===== config.mk =====
export PLATFORM = sky130hd
export DESIGN_NAME = svpwm_duty_min_max
export DESIGN_NICKNAME = d
export VERILOG_FILES = /design/src/rtl/core/svpwm_pkg.sv /design/src/rtl/core/svpwm_div.sv /design/src/rtl/core/svpwm_duty_min_max.sv
export SDC_FILE = /design/constraint.sdc
export NUM_CORES = 2
export LEC_CHECK = 0
export ABC_AREA = 1
export BUFFER_PORTS_ARGS = -buffer_cell sky130_fd_sc_hd__buf_4
export CORE_MARGIN = 4
export CORE_UTILIZATION = 63
export CTS_CLUSTER_SIZE = 40
export DETAILED_ROUTE_END_ITERATION = 6
export MAX_ROUTING_LAYER = met4
export PLACE_DENSITY_LB_ADDON = 0.15
export SLEW_MARGIN = 10
export SYNTH_ARGS = -nofsm -noshare
export SYNTH_HDL_FRONTEND = slang
export SYNTH_SLANG_ARGS = --single-unit

===== constraint.sdc =====
create_clock -name i_clk -period 67.6 [get_ports i_clk]
set_input_delay 6.76 -clock i_clk [delete_from_list [all_inputs] [get_ports i_clk]]
set_output_delay 6.76 -clock i_clk [all_outputs]
set_load 0.05 [all_outputs]

===== src/rtl/core/svpwm_pkg.sv =====
// shared types and constants of the svpwm duty generator
`default_nettype none

package svpwm_pkg;

    // field widths
    localparam int VIN_W  = 16;
    localparam int DUTY_W = 16;
    localparam int NPH    = 3;

    // internal datapath widths
    localparam int PROD_W = 34;  // beta times 2K
    localparam int PH_W   = 35;  // phase voltages in 2^-16 units
    localparam int SUM_W  = 36;  // max plus min
    localparam int Y_W    = 38;  // offset numerator
    localparam int NUM_W  = 33;  // divider numerator
    localparam int DEN_W  = 17;  // divider denominator, twice the bus voltage

    // sqrt(3)/2 in Q1.15, doubled
    localparam logic signed [17:0] SQRT3_Q15X2 = 18'sd56756;

    localparam logic [DUTY_W-1:0] DUTY_MID = 16'h8000;
    localparam logic [DUTY_W-1:0] DUTY_MAX = 16'hFFFF;
    localparam logic [DUTY_W-1:0] DUTY_MIN = 16'h0000;

    typedef logic [DUTY_W-1:0] t_duty;
    typedef logic [NUM_W-1:0]  t_num;
    typedef logic [DEN_W-1:0]  t_den;

    typedef enum logic [1:0] {
        ST_OK       = 2'd0,
        ST_CLIP     = 2'd1,
        ST_BUS_ZERO = 2'd2
    } t_status;

endpackage

`default_nettype wire


===== src/rtl/core/svpwm_div.sv =====
// pipelined restoring divider, three lanes sharing one denominator
`default_nettype none

module svpwm_div #(
    parameter int STEPS = 4
) (
    input  logic                i_clk,
    input  logic                i_en,
    input  svpwm_pkg::t_den     i_den,
    input  svpwm_pkg::t_num     i_num [svpwm_pkg::NPH],
    output svpwm_pkg::t_duty    o_quo [svpwm_pkg::NPH]
);
    import svpwm_pkg::*;

    localparam int NSTG = DUTY_W / STEPS;

    logic [DEN_W-1:0]  r_rem [NSTG][NPH];
    logic [DUTY_W-1:0] r_rq  [NSTG][NPH];
    logic [DEN_W-1:0]  r_den [NSTG];

    for (genvar s = 0; s < NSTG; s++) begin : g_stg
        logic [DEN_W-1:0]  in_rem [NPH];
        logic [DUTY_W-1:0] in_rq  [NPH];
        logic [DEN_W-1:0]  den_in;
        logic [DEN_W-1:0]  n_rem  [NPH];
        logic [DUTY_W-1:0] n_rq   [NPH];

        // stage input: fresh numerator or previous partial remainder
        if (s == 0) begin : g_first
            always_comb begin
                for (int l = 0; l < NPH; l++) begin
                    in_rem[l] = i_num[l][NUM_W-1:DUTY_W];
                    in_rq[l]  = i_num[l][DUTY_W-1:0];
                end
                den_in = i_den;
            end
        end else begin : g_next
            always_comb begin
                for (int l = 0; l < NPH; l++) begin
                    in_rem[l] = r_rem[s-1][l];
                    in_rq[l]  = r_rq[s-1][l];
                end
                den_in = r_den[s-1];
            end
        end

        // per step, move one numerator bit into the remainder and one quotient bit into rq
        always_comb begin
            logic [DEN_W-1:0]  rem;
            logic [DUTY_W-1:0] rq;
            logic [DEN_W:0]    t;
            logic              ge;
            for (int l = 0; l < NPH; l++) begin
                rem = in_rem[l];
                rq  = in_rq[l];
                for (int j = 0; j < STEPS; j++) begin
                    t  = {rem, rq[DUTY_W-1]};
                    ge = (t >= {1'b0, den_in});
                    if (ge) begin
                        t = t - {1'b0, den_in};
                    end
                    rem = t[DEN_W-1:0];
                    rq  = {rq[DUTY_W-2:0], ge};
                end
                n_rem[l] = rem;
                n_rq[l]  = rq;
            end
        end

        // stage registers
        always_ff @(posedge i_clk) begin
            if (i_en) begin
                r_rem[s] <= n_rem;
                r_rq[s]  <= n_rq;
                r_den[s] <= den_in;
            end
        end
    end

    assign o_quo = r_rq[NSTG-1];

endmodule

`default_nettype wire


===== src/rtl/core/svpwm_duty_min_max.sv =====
// space vector pwm duty generator with min-max common mode injection
//
//   channel  direction  handshake          payload
//   input    in         i_valid / o_stall  i_v_alpha, i_v_beta, i_bus_voltage
//   output   out        o_valid / i_stall  o_duty_phase_a/b/c, o_status
//
// one transaction per clock while no result is held at the output under i_stall
// the pipelined divider yields DIV_STEPS quotient bits per stage
// the whole pipeline freezes while a result waits at the output under i_stall
// synchronous active-low reset clears the valid bits only
`default_nettype none

module svpwm_duty_min_max #(
    parameter int DIV_STEPS = 4   // 1, 2, 4 or 8
) (
    input  logic                                  i_clk,
    input  logic                                  i_rst_n,
    input  logic                                  i_valid,
    output logic                                  o_stall,
    input  logic signed [svpwm_pkg::VIN_W-1:0]    i_v_alpha,
    input  logic signed [svpwm_pkg::VIN_W-1:0]    i_v_beta,
    input  logic        [svpwm_pkg::VIN_W-1:0]    i_bus_voltage,
    output logic                                  o_valid,
    input  logic                                  i_stall,
    output logic        [svpwm_pkg::DUTY_W-1:0]   o_duty_phase_a,
    output logic        [svpwm_pkg::DUTY_W-1:0]   o_duty_phase_b,
    output logic        [svpwm_pkg::DUTY_W-1:0]   o_duty_phase_c,
    output logic        [1:0]                     o_status
);
    import svpwm_pkg::*;

    localparam int DIV_STG = DUTY_W / DIV_STEPS;
    localparam int NS      = 5 + DIV_STG;

    logic          en;
    logic [NS-1:0] r_v;

    // pipeline control: everything moves unless the output is held
    assign en      = !(r_v[NS-1] && i_stall);
    assign o_stall = r_v[NS-1] && i_stall;
    assign o_valid = r_v[NS-1];

    always_ff @(posedge i_clk) begin
        if (!i_rst_n) begin
            r_v <= '0;
        end else if (en) begin
            r_v <= {r_v[NS-2:0], i_valid};
        end
    end

    // stage 1: beta times 2K
    logic signed [VIN_W-1:0]  r1_al;
    logic signed [PROD_W-1:0] r1_prod;
    logic        [VIN_W-1:0]  r1_vdc;
    logic signed [PROD_W-1:0] n1_prod;

    assign n1_prod = i_v_beta * SQRT3_Q15X2;

    always_ff @(posedge i_clk) begin
        if (en) begin
            r1_al   <= i_v_alpha;
            r1_prod <= n1_prod;
            r1_vdc  <= i_bus_voltage;
        end
    end

    // stage 2: rebuild the three phase voltages
    logic signed [PH_W-1:0]  r2_ph [NPH];
    logic        [VIN_W-1:0] r2_vdc;
    logic signed [PH_W-1:0]  n2_ph [NPH];
    logic signed [PH_W-1:0]  half_al;

    always_comb begin
        half_al  = PH_W'(signed'({r1_al, {(DUTY_W-1){1'b0}}}));
        n2_ph[0] = PH_W'(signed'({r1_al, {DUTY_W{1'b0}}}));
        n2_ph[1] = PH_W'(r1_prod) - half_al;
        n2_ph[2] = -half_al - PH_W'(r1_prod);
    end

    always_ff @(posedge i_clk) begin
        if (en) begin
            r2_ph  <= n2_ph;
            r2_vdc <= r1_vdc;
        end
    end

    // stage 3: max plus min of the phases
    logic signed [PH_W-1:0]  r3_ph [NPH];
    logic signed [SUM_W-1:0] r3_s;
    logic        [VIN_W-1:0] r3_vdc;
    logic signed [PH_W-1:0]  mx;
    logic signed [PH_W-1:0]  mn;
    logic signed [SUM_W-1:0] n3_s;

    always_comb begin
        mx = (r2_ph[0] > r2_ph[1]) ? ((r2_ph[0] > r2_ph[2]) ? r2_ph[0] : r2_ph[2])
                                   : ((r2_ph[1] > r2_ph[2]) ? r2_ph[1] : r2_ph[2]);
        mn = (r2_ph[0] < r2_ph[1]) ? ((r2_ph[0] < r2_ph[2]) ? r2_ph[0] : r2_ph[2])
                                   : ((r2_ph[1] < r2_ph[2]) ? r2_ph[1] : r2_ph[2]);
        n3_s = SUM_W'(mx) + SUM_W'(mn);
    end

    always_ff @(posedge i_clk) begin
        if (en) begin
            r3_ph  <= r2_ph;
            r3_s   <= n3_s;
            r3_vdc <= r2_vdc;
        end
    end

    // stage 4: numerator 2P - S with rounding and mid-scale offset folded in
    logic signed [Y_W-1:0]   r4_y [NPH];
    logic        [VIN_W-1:0] r4_vdc;
    logic                    r4_zero;
    logic signed [Y_W-1:0]   n4_y [NPH];
    logic signed [Y_W-1:0]   ofs;

    always_comb begin
        // bus voltage times 65537
        ofs = signed'(Y_W'({r3_vdc, r3_vdc}));
        for (int l = 0; l < NPH; l++) begin
            n4_y[l] = (Y_W'(r3_ph[l]) <<< 1) - Y_W'(r3_s) + ofs;
        end
    end

    always_ff @(posedge i_clk) begin
        if (en) begin
            r4_y    <= n4_y;
            r4_vdc  <= r3_vdc;
            r4_zero <= (r3_vdc == '0);
        end
    end

    // divider stages, saturation flags travel alongside
    t_num          div_num [NPH];
    t_duty         div_quo [NPH];
    logic [NPH-1:0] n_lo;
    logic [NPH-1:0] n_hi;
    logic [NPH-1:0] r_lo   [DIV_STG];
    logic [NPH-1:0] r_hi   [DIV_STG];
    logic           r_zero [DIV_STG];
    logic signed [Y_W-1:0] lim;

    always_comb begin
        lim = signed'(Y_W'({r4_vdc, {(DUTY_W+1){1'b0}}}));
        for (int l = 0; l < NPH; l++) begin
            div_num[l] = r4_y[l][NUM_W-1:0];
            n_lo[l]    = r4_y[l][Y_W-1];
            n_hi[l]    = (r4_y[l] >= lim);
        end
    end

    svpwm_div #(
        .STEPS (DIV_STEPS)
    ) u_div (
        .i_clk (i_clk),
        .i_en  (en),
        .i_den ({r4_vdc, 1'b0}),
        .i_num (div_num),
        .o_quo (div_quo)
    );

    always_ff @(posedge i_clk) begin
        if (en) begin
            r_lo[0]   <= n_lo;
            r_hi[0]   <= n_hi & ~n_lo;
            r_zero[0] <= r4_zero;
            for (int s = 1; s < DIV_STG; s++) begin
                r_lo[s]   <= r_lo[s-1];
                r_hi[s]   <= r_hi[s-1];
                r_zero[s] <= r_zero[s-1];
            end
        end
    end

    // output stage: saturate, bus-zero override, status
    t_duty   r_duty [NPH];
    t_status r_status;
    t_duty   n_duty [NPH];
    t_status n_status;
    logic    clip;

    always_comb begin
        clip = |(r_lo[DIV_STG-1] | r_hi[DIV_STG-1]);
        for (int l = 0; l < NPH; l++) begin
            if (r_zero[DIV_STG-1]) begin
                n_duty[l] = DUTY_MID;
            end else if (r_lo[DIV_STG-1][l]) begin
                n_duty[l] = DUTY_MIN;
            end else if (r_hi[DIV_STG-1][l]) begin
                n_duty[l] = DUTY_MAX;
            end else begin
                n_duty[l] = div_quo[l];
            end
        end
        if (r_zero[DIV_STG-1]) begin
            n_status = ST_BUS_ZERO;
        end else if (clip) begin
            n_status = ST_CLIP;
        end else begin
            n_status = ST_OK;
        end
    end

    always_ff @(posedge i_clk) begin
        if (en) begin
            r_duty   <= n_duty;
            r_status <= n_status;
        end
    end

    assign o_duty_phase_a = r_duty[0];
    assign o_duty_phase_b = r_duty[1];
    assign o_duty_phase_c = r_duty[2];
    assign o_status       = r_status;

endmodule

`default_nettype wire


==> impl_results.md <==
- Status: finished with violations
- Failing checks: DRC
- Worst Tran Pin Value: 1170 ps
- First-pass GRT wire length: 430 mm
- GRT Resource Usage Total: 36.4%
- Worst reg2reg path depth: 46
- CTS resizes: 0
- Num ports: 104
- Reg clk slew, reported paths: 70 ps
- TritonCTS clock tree: built
- DRT antenna net count: 0
- Delay-heaviest family, CP: buffers and inverters
- Area Overhead vs Synth: 6.85%
- Synth Register Bits: 864
- Dpl ws: 52710 ps
- Worst path slowest cell: nand2_4
- Critical path data arrival time: 8130 ps
- Yosys cell types: 74
- Post-synthesis cell count: 12000
- Detailed Place HPWL: 221 mm
- Die Y-Extent: 392 µm
- Die width: 392 µm
- Setup bufs post-CTS: 0
- Worst path bufs/invs: 3
- DRC: 2
- Register area share after synthesis: 27.8%
- Crit-path cells: buf_4, nand2_4, clkinv_1, buf_4
- Largest net degree at the start of global routing: 183
- Core area: 146000 µm²
- Commonest cells after routing, fill and taps aside: nand2_1, inv_1, ha_1
- Clock H-tree levels: 3
- Hold Path Stages: 0
- Clock Skews: 62.1 ps
- Max-Cap Viols: 0
- IO buf count: 103
- Congestion Overflow GR: 0
- Routed wire length per instance: 19.5 µm
- Total CTS buffers: 99
- Initial drt markers: 6945
- Critical path type: in -> out
- Number of cells on the critical path: 4
- Fillcell total: 12200
- Global placement routability congestion: 1.06
- Die footprint: 154000 µm²
- Peak fanout along the critical path: 54
- Post-DR vias/cell: 5.94
- Post-synth EDFFs: 855
- Min cycle time layout: 14890 ps
- Layout Nets: 13700
- Endpoints failing setup: 0
- Worst rel slew slack: 22.1%
- Req. time, crit path: 60840 ps
- Initial Util: 63.6%
- Total wire length: 277 mm
- Setup ws final: 52710 ps
- Row Count: 140
- Most common cell after layout, fill and taps aside: nand2_1
- Critical Path Max Stage Delay: 500 ps
- Share of cells above drive strength 1: 4.47%
- Post-Syn Area: 92900 µm²
- CP dominant cell by count: buf_4
- Peak Freq: 67.2 MHz
- Yosys warns: 0
- Worst skew pair latency: 770 ps
- CP Capture Type: output pin
- Asr flop ratio synth: 0%
- CTS root buf: clkbuf_16
- Hold Buf Count CTS: 0
- Initial antenna violation count: 3
- Syn_nets: 13500
- CTS sink count: 864
- Setup TNS Final: 0 ps
- Unrepaired setup endpoints after global routing: false
- Post-synth top flop: edfxtp_1
- CP startpoint kind: input pin
- Max Slew Vio Count: 0
- Pre-antenna DRT Iters: 7
- Post-route clock period utilization: 22.0%
- Flop2flop setup slack: 56920 ps
- Via Count: 84200
- Vias in the first global route: 80000
- Clock buffer depth: 3
- Worst hold path class: reg -> reg
- Hold Fails Final Rpt: 0
- Avg Cell Area, Syn: 7.72 µm²
==> cell type report <==
type | count | area, µm² | share of cell area (%)
Inverter | 1592 | 5980 | 6.03
Timing Repair Buffer | 189 | 1440 | 1.46
Tap cell | 1917 | 2400 | 2.42
Multi-Input combinational cell | 9411 | 60100 | 60.5
Clock buffer | 113 | 2570 | 2.59
Sequential cell | 864 | 25900 | 26.1
Antenna cell | 5 | 12.5 | 0.0126
Clock inverter | 71 | 883 | 0.890
==> kinds of logic after synthesis <==
kind of cell | count (synthesis) | share of synthesized area (%)
compound gates | 2356 | 14.1
simple gates | 4836 | 21.8
fa+ha+maj | 1454 | 21.5
flops | 864 | 27.8
buf+inv | 1754 | 7.48
xor+xnor | 765 | 7.22
==> sequential cells by signal, summed over array words and instances, names as in the netlist, 12 cells and up <==
register	count
r1_vdc	16
r3_vdc	16
r2_vdc	16
o_duty_phase_b	16
o_duty_phase_a	16
r3_ph	80
u_div.r_rem	153
o_duty_phase_c	16
r4_y	12
div_num	92
r_lo	12
u_div.r_den	42
u_div.r_rq	171
r1_al	16
r3_s	34
r4_vdc	14
r1_prod	31
r_hi	12
r2_ph	80
==> through the flow <==
step                      utilization [%]  area, µm²  std cells  hold slack [ps]
after floorplan                         -      92900      12000              400
after global placement               65.5      95800      14000              400
after detailed placement             65.5      95800      14000              405
after CTS                            67.9      99200      14200              412
after global routing                 67.9      99200      14200              420
final                                67.9      99200      14200              410
==> metal layers <==
layer	up-vias	part of all wire, %	track usage [%]
met5	-	0	-
met4	0	6.4	19.4
met3	896	7.6	4.64
met2	3500	45	57.8
met1	38900	41	45.4
li1	40900	-	-
==> final timing paths <==
kind | start | endpoint
worst max-delay path | i_stall | o_stall
worst min-delay path | u_div.r_rq[2][19]$_DFFE_PN_ | u_div.r_rq[3][23]$_DFFE_PN_
worst max register to register | r4_vdc[14]$_DFFE_PN_ | u_div.r_rem[0][10]$_DFFE_PN_
worst min register to register | u_div.r_rq[2][19]$_DFFE_PN_ | u_div.r_rq[3][23]$_DFFE_PN_
==> cells in the mapped netlist, types with 50 or more instances <==
cell / instances / area, µm²
a21o_1: 85 / 638
a21oi_1: 1026 / 5130
a31oi_1: 51 / 319
buf_2: 59 / 295
clkbuf_1: 55 / 206
edfxtp_1: 855 / 25700
fa_1: 240 / 4800
ha_1: 1214 / 15200
inv_1: 1570 / 5890
nand2_1: 3090 / 11600
nand3_1: 562 / 2810
nand4_1: 117 / 732
nor2_1: 716 / 2690
nor3_1: 121 / 606
nor4_1: 56 / 350
o211ai_1: 50 / 375
o21ai_0: 746 / 3730
o21ai_1: 96 / 480
o21bai_1: 55 / 413
xnor2_1: 313 / 2740
xor2_1: 452 / 3960
Power is not shown: default switching activity piles up to over one toggle a cycle in this logic, so the estimate is an artifact.
